--- config.mk ---
export PLATFORM = sky130hd
export DESIGN_NAME = rgb_to_hsv_pixel
export DESIGN_NICKNAME = d
export VERILOG_FILES = /design/src/hdl/rth_pkg.sv /design/src/hdl/rth_prep.sv /design/src/hdl/rth_scale.sv /design/src/hdl/rth_div_cell.sv /design/src/hdl/rth_out.sv /design/src/hdl/rgb_to_hsv_pixel.sv
export SDC_FILE = /design/constraint.sdc
export NUM_CORES = 1
export LEC_CHECK = 0
export BUFFER_PORTS_ARGS = -buffer_cell sky130_fd_sc_hd__buf_2
export CORE_MARGIN = 1.5
export CORE_UTILIZATION = 44
export CTS_CLUSTER_SIZE = 14
export DETAILED_ROUTE_END_ITERATION = 7
export GPL_ROUTABILITY_DRIVEN = 0
export PLACE_DENSITY = 0.59
export SYNTH_ARGS = -nofsm -noshare
export SYNTH_HDL_FRONTEND = slang
export SYNTH_HIERARCHICAL = 1
export SYNTH_SLANG_ARGS = --single-unit
--- constraint.sdc ---
create_clock -name clk -period 5.5 [get_ports clk]
set_clock_uncertainty 0.2 [all_clocks]
set_input_delay 0.825 -clock clk [delete_from_list [all_inputs] [get_ports clk]]
set_output_delay 0.825 -clock clk [all_outputs]
set_load 0.05 [all_outputs]
--- src/hdl/rth_pkg.sv ---
// Shared types and constants for the RGB to HSV pixel converter.
`default_nettype none
package rth_pkg;

  // Hue is produced in 1/64 degree; one 60 degree sector is 3840 units.
  localparam int unsigned HueSector = 3840;
  localparam int unsigned HueFull   = 23040;

  // Long-division geometry: every cell retires one quotient bit of each divider.
  localparam int unsigned QuotW   = 15;
  localparam int unsigned HueDivW = 9;
  localparam int unsigned SatDivW = 8;

  typedef enum logic [1:0] {
    SEC_RED   = 2'd0,
    SEC_GREEN = 2'd1,
    SEC_BLUE  = 2'd2
  } sector_t;

  // Result of the channel compare stage.
  typedef struct packed {
    logic [7:0]       value;
    logic [7:0]       delta;
    sector_t          sector;
    logic signed [8:0] diff;
    logic             hue_zero;
    logic             sat_zero;
    logic             undef;
  } prep_word_t;

  // Word that travels down the divider chain.
  typedef struct packed {
    logic [HueDivW-1:0] hue_div;
    logic [HueDivW-1:0] hue_rem;
    logic [QuotW-1:0]   hue_sh;
    logic [SatDivW-1:0] sat_div;
    logic [SatDivW-1:0] sat_rem;
    logic [QuotW-1:0]   sat_sh;
    logic               hue_zero;
    logic               sat_zero;
    logic               undef;
    logic [7:0]         value;
  } div_word_t;

endpackage
`default_nettype wire

--- src/hdl/rth_prep.sv ---
// Channel compare stage: max, min, delta, dominant channel and special cases.
`default_nettype none
module rth_prep (
  input  wire logic               clk,
  input  wire logic               rst,
  input  wire logic               in_valid,
  output logic                    in_ready,
  input  wire logic [7:0]         red,
  input  wire logic [7:0]         green,
  input  wire logic [7:0]         blue,
  input  wire logic [7:0]         alpha,
  output logic                    out_valid,
  input  wire logic               out_ready,
  output rth_pkg::prep_word_t     out_word
);
  import rth_pkg::*;

  prep_word_t word_next;
  logic [7:0] mx;
  logic [7:0] mn;

  assign in_ready = !out_valid || out_ready;

  always_comb begin
    mn = red;
    if (green < mn) mn = green;
    if (blue < mn) mn = blue;
    // Ties go to red first, then green.
    if (red >= green && red >= blue) begin
      mx = red;
      word_next.sector = SEC_RED;
      word_next.diff   = $signed({1'b0, green}) - $signed({1'b0, blue});
    end else if (green >= blue) begin
      mx = green;
      word_next.sector = SEC_GREEN;
      word_next.diff   = $signed({1'b0, blue}) - $signed({1'b0, red});
    end else begin
      mx = blue;
      word_next.sector = SEC_BLUE;
      word_next.diff   = $signed({1'b0, red}) - $signed({1'b0, green});
    end
    word_next.value    = mx;
    word_next.delta    = mx - mn;
    word_next.sat_zero = (mx == 8'd0);
    word_next.hue_zero = (mx == 8'd0) || (mx == mn);
    word_next.undef    = (mx == 8'd0) && (alpha != 8'd0);
  end

  always_ff @(posedge clk) begin
    if (rst) begin
      out_valid <= 1'b0;
    end else if (in_ready) begin
      out_valid <= in_valid;
    end
  end

  always_ff @(posedge clk) begin
    if (in_ready && in_valid) begin
      out_word <= word_next;
    end
  end

endmodule
`default_nettype wire

--- src/hdl/rth_scale.sv ---
// Builds the hue and saturation dividends and divisors for the divider chain.
`default_nettype none
module rth_scale (
  input  wire logic               clk,
  input  wire logic               rst,
  input  wire logic               in_valid,
  output logic                    in_ready,
  input  rth_pkg::prep_word_t     in_word,
  output logic                    out_valid,
  input  wire logic               out_ready,
  output rth_pkg::div_word_t      out_word
);
  import rth_pkg::*;

  div_word_t          word_next;
  logic signed [11:0] t_raw;
  logic [10:0]        t_pos;
  logic [23:0]        hue_num;
  logic [19:0]        sat_num;
  logic [10:0]        six_delta;

  assign in_ready = !out_valid || out_ready;

  always_comb begin
    unique case (in_word.sector)
      SEC_RED:   t_raw = 12'(in_word.diff);
      SEC_GREEN: t_raw = $signed({3'b000, in_word.delta, 1'b0}) + 12'(in_word.diff);
      SEC_BLUE:  t_raw = $signed({2'b00, in_word.delta, 2'b00}) + 12'(in_word.diff);
      default:   t_raw = 12'sd0;
    endcase
    six_delta = {1'b0, in_word.delta, 2'b00} + {2'b00, in_word.delta, 1'b0};
    // A negative hue wraps by a full turn, i.e. six sectors.
    if (t_raw < 0) begin
      t_pos = 11'(t_raw + $signed({1'b0, six_delta}));
    end else begin
      t_pos = t_raw[10:0];
    end
    // 7680 * t = (16 - 1) * t * 512, plus delta for round half up.
    hue_num = ({9'd0, t_pos, 4'd0} - {13'd0, t_pos}) * 24'd512 + {16'd0, in_word.delta};
    sat_num = {in_word.delta, 12'd0} | {13'd0, in_word.value[7:1]};

    word_next.hue_div  = {in_word.delta, 1'b0};
    word_next.hue_rem  = hue_num[23:QuotW];
    word_next.hue_sh   = hue_num[QuotW-1:0];
    word_next.sat_div  = in_word.value;
    word_next.sat_rem  = {3'd0, sat_num[19:QuotW]};
    word_next.sat_sh   = sat_num[QuotW-1:0];
    word_next.hue_zero = in_word.hue_zero;
    word_next.sat_zero = in_word.sat_zero;
    word_next.undef    = in_word.undef;
    word_next.value    = in_word.value;
  end

  always_ff @(posedge clk) begin
    if (rst) begin
      out_valid <= 1'b0;
    end else if (in_ready) begin
      out_valid <= in_valid;
    end
  end

  always_ff @(posedge clk) begin
    if (in_ready && in_valid) begin
      out_word <= word_next;
    end
  end

endmodule
`default_nettype wire

--- src/hdl/rth_div_cell.sv ---
// One restoring division step for both the hue and the saturation quotient.
`default_nettype none
module rth_div_cell (
  input  wire logic               clk,
  input  wire logic               rst,
  input  wire logic               in_valid,
  output logic                    in_ready,
  input  rth_pkg::div_word_t      in_word,
  output logic                    out_valid,
  input  wire logic               out_ready,
  output rth_pkg::div_word_t      out_word
);
  import rth_pkg::*;

  div_word_t          word_next;
  logic [HueDivW:0]   hue_trial;
  logic [SatDivW:0]   sat_trial;
  logic               hue_fit;
  logic               sat_fit;

  assign in_ready = !out_valid || out_ready;

  always_comb begin
    word_next = in_word;
    // Shift the next dividend bit into the remainder; the quotient bit
    // enters at the bottom of the same shift register.
    hue_trial = {in_word.hue_rem, in_word.hue_sh[QuotW-1]};
    hue_fit   = hue_trial >= {1'b0, in_word.hue_div};
    if (hue_fit) begin
      word_next.hue_rem = HueDivW'(hue_trial - {1'b0, in_word.hue_div});
    end else begin
      word_next.hue_rem = hue_trial[HueDivW-1:0];
    end
    word_next.hue_sh = {in_word.hue_sh[QuotW-2:0], hue_fit};

    sat_trial = {in_word.sat_rem, in_word.sat_sh[QuotW-1]};
    sat_fit   = sat_trial >= {1'b0, in_word.sat_div};
    if (sat_fit) begin
      word_next.sat_rem = SatDivW'(sat_trial - {1'b0, in_word.sat_div});
    end else begin
      word_next.sat_rem = sat_trial[SatDivW-1:0];
    end
    word_next.sat_sh = {in_word.sat_sh[QuotW-2:0], sat_fit};
  end

  always_ff @(posedge clk) begin
    if (rst) begin
      out_valid <= 1'b0;
    end else if (in_ready) begin
      out_valid <= in_valid;
    end
  end

  always_ff @(posedge clk) begin
    if (in_ready && in_valid) begin
      out_word <= word_next;
    end
  end

endmodule
`default_nettype wire

--- src/hdl/rth_out.sv ---
// Output register: wraps a full-turn hue to zero and applies the special cases.
`default_nettype none
module rth_out (
  input  wire logic               clk,
  input  wire logic               rst,
  input  wire logic               in_valid,
  output logic                    in_ready,
  input  rth_pkg::div_word_t      in_word,
  output logic                    out_valid,
  input  wire logic               out_ready,
  output logic [14:0]             hue,
  output logic                    hue_undefined,
  output logic [12:0]             saturation,
  output logic [7:0]              brightness
);
  import rth_pkg::*;

  logic [14:0] hue_next;
  logic [12:0] sat_next;

  assign in_ready = !out_valid || out_ready;

  always_comb begin
    if (in_word.hue_zero) begin
      hue_next = 15'd0;
    end else if (in_word.hue_sh >= QuotW'(HueFull)) begin
      hue_next = in_word.hue_sh - QuotW'(HueFull);
    end else begin
      hue_next = in_word.hue_sh;
    end
    sat_next = in_word.sat_zero ? 13'd0 : in_word.sat_sh[12:0];
  end

  always_ff @(posedge clk) begin
    if (rst) begin
      out_valid <= 1'b0;
    end else if (in_ready) begin
      out_valid <= in_valid;
    end
  end

  always_ff @(posedge clk) begin
    if (in_ready && in_valid) begin
      hue           <= hue_next;
      hue_undefined <= in_word.undef;
      saturation    <= sat_next;
      brightness    <= in_word.value;
    end
  end

endmodule
`default_nettype wire

--- src/hdl/rgb_to_hsv_pixel.sv ---
// RGB to HSV pixel converter, top level.
// Registered stages, in order from input acceptance to output valid: compare stage,
// dividend stage, 15 division cells (one quotient bit each) and output register.
// Throughput is one pixel per clock unless the output stalls; every stage holds
// its word independently, so a stalled output only stops the stages that are full.
// Reset clears the valid flags of all stages; data registers are not reset.
`default_nettype none
module rgb_to_hsv_pixel (
  input  wire logic        clk,
  input  wire logic        rst,
  input  wire logic        in_valid,
  output logic             in_ready,
  input  wire logic [7:0]  red,
  input  wire logic [7:0]  green,
  input  wire logic [7:0]  blue,
  input  wire logic [7:0]  alpha,
  output logic             out_valid,
  input  wire logic        out_ready,
  output logic [14:0]      hue,
  output logic             hue_undefined,
  output logic [12:0]      saturation,
  output logic [7:0]       brightness
);
  import rth_pkg::*;

  prep_word_t prep_word;
  logic       prep_valid;
  logic       prep_ready;

  div_word_t  chain_word  [QuotW+1];
  logic       chain_valid [QuotW+1];
  logic       chain_ready [QuotW+1];

  rth_prep u_prep (
    .clk       (clk),
    .rst       (rst),
    .in_valid  (in_valid),
    .in_ready  (in_ready),
    .red       (red),
    .green     (green),
    .blue      (blue),
    .alpha     (alpha),
    .out_valid (prep_valid),
    .out_ready (prep_ready),
    .out_word  (prep_word)
  );

  rth_scale u_scale (
    .clk       (clk),
    .rst       (rst),
    .in_valid  (prep_valid),
    .in_ready  (prep_ready),
    .in_word   (prep_word),
    .out_valid (chain_valid[0]),
    .out_ready (chain_ready[0]),
    .out_word  (chain_word[0])
  );

  for (genvar i = 0; i < QuotW; i++) begin : g_cell
    rth_div_cell u_cell (
      .clk       (clk),
      .rst       (rst),
      .in_valid  (chain_valid[i]),
      .in_ready  (chain_ready[i]),
      .in_word   (chain_word[i]),
      .out_valid (chain_valid[i+1]),
      .out_ready (chain_ready[i+1]),
      .out_word  (chain_word[i+1])
    );
  end

  rth_out u_out (
    .clk           (clk),
    .rst           (rst),
    .in_valid      (chain_valid[QuotW]),
    .in_ready      (chain_ready[QuotW]),
    .in_word       (chain_word[QuotW]),
    .out_valid     (out_valid),
    .out_ready     (out_ready),
    .hue           (hue),
    .hue_undefined (hue_undefined),
    .saturation    (saturation),
    .brightness    (brightness)
  );

endmodule
`default_nettype wire

=== After elaboration in Yosys (flattened, before gate mapping) ===
Index checks and enable logic that the tools add are counted.

* Add/sub/neg operators: 39
* $lt $le $gt $ge: 37
* Equal/unequal tests: 3
* Mux-type cells: 37
* Bitwise logic cells: 1
* Reductions and logical operators: 60

{| class="wikitable"
|+ Operator list
! cell !! number
|-
| $ge 10x9->1 || 15
|-
| $mux 8 || 17
|-
| $mux 9 || 15
|-
| $ge 9x8->1 || 14
|-
| $sub 9x9->9 || 14
|-
| $sub 8x8->8 || 14
|-
| $pmux 12 s3 || 1
|-
| $sub 8x8->9 || 3
|-
| $add 24x8->24 || 1
|-
| $ge 8x8->1 || 3
|-
| $add 10x9->11 || 2
|-
| $mux 11 || 2
|-
| $logic_and 1x1->1 || 20
|-
| $or 20x7->20 || 1
|-
| $logic_or 1x1->1 || 19
|-
| $logic_not 1->1 || 18
|-
| $lt 8x8->1 || 2
|-
| $ge 15x15->1 const B || 1
|-
| $mux 15 || 1
|-
| $sub 15x11->15 || 1
|-
| $sub 15x15->15 const B || 1
|-
| $add 11x9->12 || 1
|-
| $lt 12x1->1 const B || 1
|-
| $add 11x11->11 || 1
|-
| 9 further kinds || 9
|}

* Register bits after elaboration: 1,111
* Input port bits: 36
* Output and inout bits: 39
* Logic and storage cells: 348

=== Depth between registers and ports, before layout ===
* Word-level depth: 20
* Gate-level depth with buffers: 26

=== Hierarchy ===
The synthesis kept the hierarchy.

{| class="wikitable"
|+ Modules (own cells, without submodules)
! module !! times used !! cells an instance !! area each (um^2) !! seq. area each (um^2)
|-
| rth_div_cell at g_cell[14].u_cell ... || 7 || 215 || 3,360.7 || 2,272.2
|-
| rth_div_cell at g_cell[0].u_cell ... || 6 || 215 || 3,350.7 || 2,272.2
|-
| rth_scale || 1 || 436 || 3,883.7 || 1,041.0
|-
| rth_div_cell at g_cell[7].u_cell || 1 || 214 || 3,349.5 || 2,272.2
|-
| rth_div_cell at g_cell[13].u_cell || 1 || 215 || 3,308.2 || 2,272.2
|-
| rth_prep || 1 || 369 || 3,203.1 || 920.9
|-
| rth_out || 1 || 103 || 1,546.5 || 1,131.1
|}

=== Least setup slack after synthesis ===
No wires, ideal clock.

* Path type: in2reg
* From: input port green[3]
* To: register u_prep/out_word[21] in the netlist's numbering, data pin
* Library setup time: 260 ps
* Arrival: 5,346 ps
* Required time: 5,040 ps
* Setup slack: -306 ps
* Stages: 26
* Path buffers: 2
* Path through: inv_1 ha_1 a21o_1 a21oi_1 a21oi_1 o21ai_0 clkbuf_1 nor2_1 a21oi_1 ha_1 a21o_1 a21o_1 a21oi_1 o31a_1 a31oi_1 clkbuf_1 o21ai_0 ha_1 nor2b_1 o21ai_0 a21boi_0 o21ai_0 nand2b_1 a21o_1 a21oi_1 xnor2_1

{| class="wikitable"
|+ RTL lines
! what !! RTL line !! RTL
|-
| start: declaration || rgb_to_hsv_pixel.sv:14 || <nowiki>input wire logic [7:0] green,</nowiki>
|-
| end signal: assignment || rth_prep.sv:59 || <nowiki>out_word <= word_next;</nowiki>
|-
| end: declaration || rth_prep.sv:14 || <nowiki>output rth_pkg::prep_word_t out_word</nowiki>
|}

=== Worst setup path after layout ===
* From: register u_prep/out_word[14] in the netlist's numbering
* To: register u_scale/out_word[63] in the netlist's numbering, data pin

* Word-level cells in the longest chain between the ends: 6

{| class="wikitable"
|+ RTL lines
! what !! RTL line !! RTL
|-
| $add 11x9->12 / $add 10x9->11 (equally long branches) || rth_scale.sv:28, rth_scale.sv:27 ||
|-
| $pmux 12 s3 || rth_scale.sv:25 || <nowiki>unique case (in_word.sector)</nowiki>
|-
| $add 11x11->11 / $lt 12x1->1 (equally long branches) || rth_scale.sv:34, rth_scale.sv:33 ||
|-
| $mux 11 || rth_scale.sv:33 || <nowiki>if (t_raw < 0) begin</nowiki>
|-
| $sub 15x11->15 || rth_scale.sv:39 || <nowiki>hue_num = ({9'd0, t_pos, 4'd0} - {13'd0, t_pos}) * 24'd512 + {16'd0, in_word.delta};</nowiki>
|-
| $add 24x8->24 * || rth_scale.sv:39 ||
|-
| named net u_scale.hue_num[21] || rth_scale.sv:18 || <nowiki>logic [23:0] hue_num;</nowiki>
|-
| end signal: assignment || rth_scale.sv:64 || <nowiki>out_word <= word_next;</nowiki>
|-
| end: declaration || rth_scale.sv:11 || <nowiki>output rth_pkg::div_word_t out_word</nowiki>
|}

Mark *: on every way through the listed nets, which the timed path passes. The rest lies on a longest branch.
A chain may end at the register's enable or synchronous reset.

==> results.sh <==
export IMPL_cts_tree="done"
export IMPL_die_height_um=361
export IMPL_chipWidth_um=361
export IMPL_grt_util_all_layers_pct=14.3
export IMPL_leakage_nw=23.6
export IMPL_antenna_found_initial=0
export IMPL_wl_per_cell_um=15.7
export IMPL_grt_pass1_wl_um=154000
export IMPL_synth_cells=3997
export IMPL_cts_sinks=1181
export IMPL_ys_warn_count=6
export IMPL_finalHoldViolCount=0
export IMPL_r2r_cells=21
export IMPL_rows=131
export IMPL_syn2layout_area_growth_pct=11.7
export IMPL_rsz0062_at_grt="yes"
export IMPL_final_period_utilization_pct=96.2
export IMPL_whs_ps=183
export IMPL_hold_class="in -> reg"
export IMPL_grt_pass1_vias=30900
export IMPL_clock_root_buffer="clkbuf_16"
export IMPL_insertion_delay_ps=720
export IMPL_pwr_density_cell_nw_per_um2=392
export IMPL_worst_slew_pin_slew_ps=1020
export IMPL_cts_max_level=3
export IMPL_clkSlewWorstSetupHoldPaths_ps=60
export IMPL_fmax_mhz=189
export IMPL_cts_max_path_buffers=3
export IMPL_p_clk_share_pct=31.7
export IMPL_fin_util_pct=49.5
export IMPL_vias=30400
export IMPL_whs_path_depth=3
export IMPL_drtIter0Drc=1311
export IMPL_run_status="completed"
export IMPL_startpoint_type="register"
export IMPL_postRouteAntennaNets=0
export IMPL_ff2ff_setup_slack_ps=210
export IMPL_ir_worst_vdd_uv=590
export IMPL_dr_pass1_iters=7
export IMPL_power_share_sequential_pct=41.8
export IMPL_gr_total_overflow=0
export IMPL_cts_hold_buf=0
export IMPL_place_area_um2=59000
export IMPL_layout_drive_gt1_share_pct=14.7
export IMPL_ios=75
export IMPL_core_area_um2=128000
export IMPL_drc=0
export IMPL_max_slew_margin_rel_pct=32.0
export IMPL_die_area_um2=131000
export IMPL_initial_core_util_pct=44.3
export IMPL_cp_end_kind="register"
export IMPL_p_int_mw=17.7
export IMPL_finalMaxSlewViolations=0
export IMPL_syn_avg_cell_area_um2=14.1
export IMPL_combPwrFrac_pct=26.5
export IMPL_crit_type="reg -> reg"
export IMPL_min_period_ps=5290
export IMPL_drt_total_wl_um=93400
export IMPL_setup_viol=0
export IMPL_design_area_um2=63100
export IMPL_grt_max_degree=74
export IMPL_p_sw_share_pct=28.4
export IMPL_reg2reg_to="u_scale/out_word[63]$_DFFE_PP_"
export IMPL_path_cells="ha_2 > inv_1 > fa_2 > mux2i_1 > a22o_1 > fa_1 > ha_2 > fa_2 > a211oi_4 > o21ai_1 > o211ai_1 > a21oi_1 > xor2_1 > a211o_1 > o211ai_1 > inv_1 > ha_4 > and2_4 > o31a_1 > a311o_1 > a311oi_1"
export IMPL_portBuffers=74
export IMPL_min_from="in_valid"
export IMPL_holdPathEnd="u_prep/out_valid$_SDFFE_PP0N_"
export IMPL_cts_made_buffers=120
export IMPL_syn_area_um2=56500
export IMPL_diodes=0
export IMPL_cp_slowest_stage_delay_ps=510
export IMPL_worstReg2RegStart="u_prep/out_word[14]$_DFFE_PP_"
export IMPL_fillers=10900
export IMPL_vias_per_cell=5.12
export IMPL_crit_required_ps=5840
export IMPL_nets=4595
export IMPL_switchingPower_mw=7.01
export IMPL_hpwl_um=69300
export IMPL_cp_arrival_ps=5630
export IMPL_maxCapViolations=0
export IMPL_crit_path_top_delay_cell="fa_2"
export IMPL_path_max_fanout=3
export IMPL_final_setup_tns_ps=0
## state kept, by name, summed over array words and instances (netlist names)
signal,flops
u_out/brightness,8
u_out/hue_undefined,1
g_cell.u_cell/out_word,1062
u_out/hue,15
u_scale/out_valid,1
u_prep/out_valid,1
u_prep/out_word,30
u_scale/out_word,34
g_cell.u_cell/out_valid,15
u_out/out_valid,1
u_out/saturation,13
## power groups by stage
stage          Sequential [mW]  Clock [mW]  Combinational (mW)
6_report                  10.3        7.83                6.56
5_1_grt                   10.3        8.44                7.32
2_1_floorplan             10.5           0                4.74
3_5_place_dp              10.5           0                6.05
4_1_cts                   10.3        8.11                6.10
3_3_place_gp              10.5           0                5.97
## worst max-delay path by stage
stage                                              from                        endpoint  slack, ps  depth (start not counted)
final                     u_prep/out_word[14]$_DFFE_PP_  u_scale/out_word[63]$_DFFE_PP_        210                         21
after CTS                  u_out/out_valid$_SDFFE_PP0N_                        in_ready          4                         19
after global routing      u_prep/out_word[14]$_DFFE_PP_  u_scale/out_word[64]$_DFFE_PP_        -40                         23
after global placement                         green[3]   u_prep/out_word[21]$_DFFE_PP_         30                         27
after floorplan                                green[5]   u_prep/out_word[21]$_DFFE_PP_         30                         25
after detailed placement                       green[3]   u_prep/out_word[21]$_DFFE_PP_       -120                         26
## cell type report
class	count	area (um2)	share of cell area [%]
multi-input combinational	2333	19300	30.6
sequential	1181	35300	55.9
inverter	387	1450	2.30
clock buffer	149	3150	5.00
timing repair buffer	166	1120	1.77
tap	1662	2080	3.30
clock inverter	66	709	1.12
## worst max-delay path: cells and delay by family, from the launching register on
family	cells	cell delay [ps]
compound gates	10	1960
xor+xnor	1	180
fa+ha+maj	6	2050
buf+inv	2	160
flops	1	360
mux	1	70
simple gates	1	130
## layer usage
metal | GRT usage, % | part of all wire (%) | up-vias
met5 | 0 | 0 | -
met4 | 5.92 | 3.4 | 0
met3 | 2.05 | 3.3 | 191
met2 | 26.8 | 53 | 473
met1 | 16.3 | 41 | 14500
li1 | - | - | 15300
## per-stage QoR
stage / setup WS (ps) / power [mW] / instances
4_1_cts: 4.32 / 24.5 / 5936
2_1_floorplan: 25.1 / 15.2 / 4006
6_report: 210 / 24.7 / 5944
5_1_grt: -41.7 / 26.1 / 5944
3_5_place_dp: -117 / 16.6 / 5721
3_3_place_gp: 25.7 / 16.5 / 5721
## what timing repair did
item	in CTS	in global routing
gates resized for setup	4	33
endpoints found under the setup margin	5	7
buffers inserted	0	8
pin swaps	0	18
## layout by cell type, fill, tap and decap left out, types with 26 or more instances in the layout
cell	n
inv_1	377
clkbuf_16	120
nand2b_1	45
ha_1	319
o21a_1	94
mux2_4	108
edfxtp_1	1163
nor2b_1	79
a21o_1	62
nor2_1	169
nor3_1	44
buf_4	88
nand2_1	166
a211oi_1	26
a31oi_1	43
o21ai_0	159
xnor2_1	88
nand3_1	58
nand4_1	33
xor2_1	66
mux2i_1	52
a21oi_1	196
buf_2	73
fa_1	40
Power figures use the tool's default switching activity.
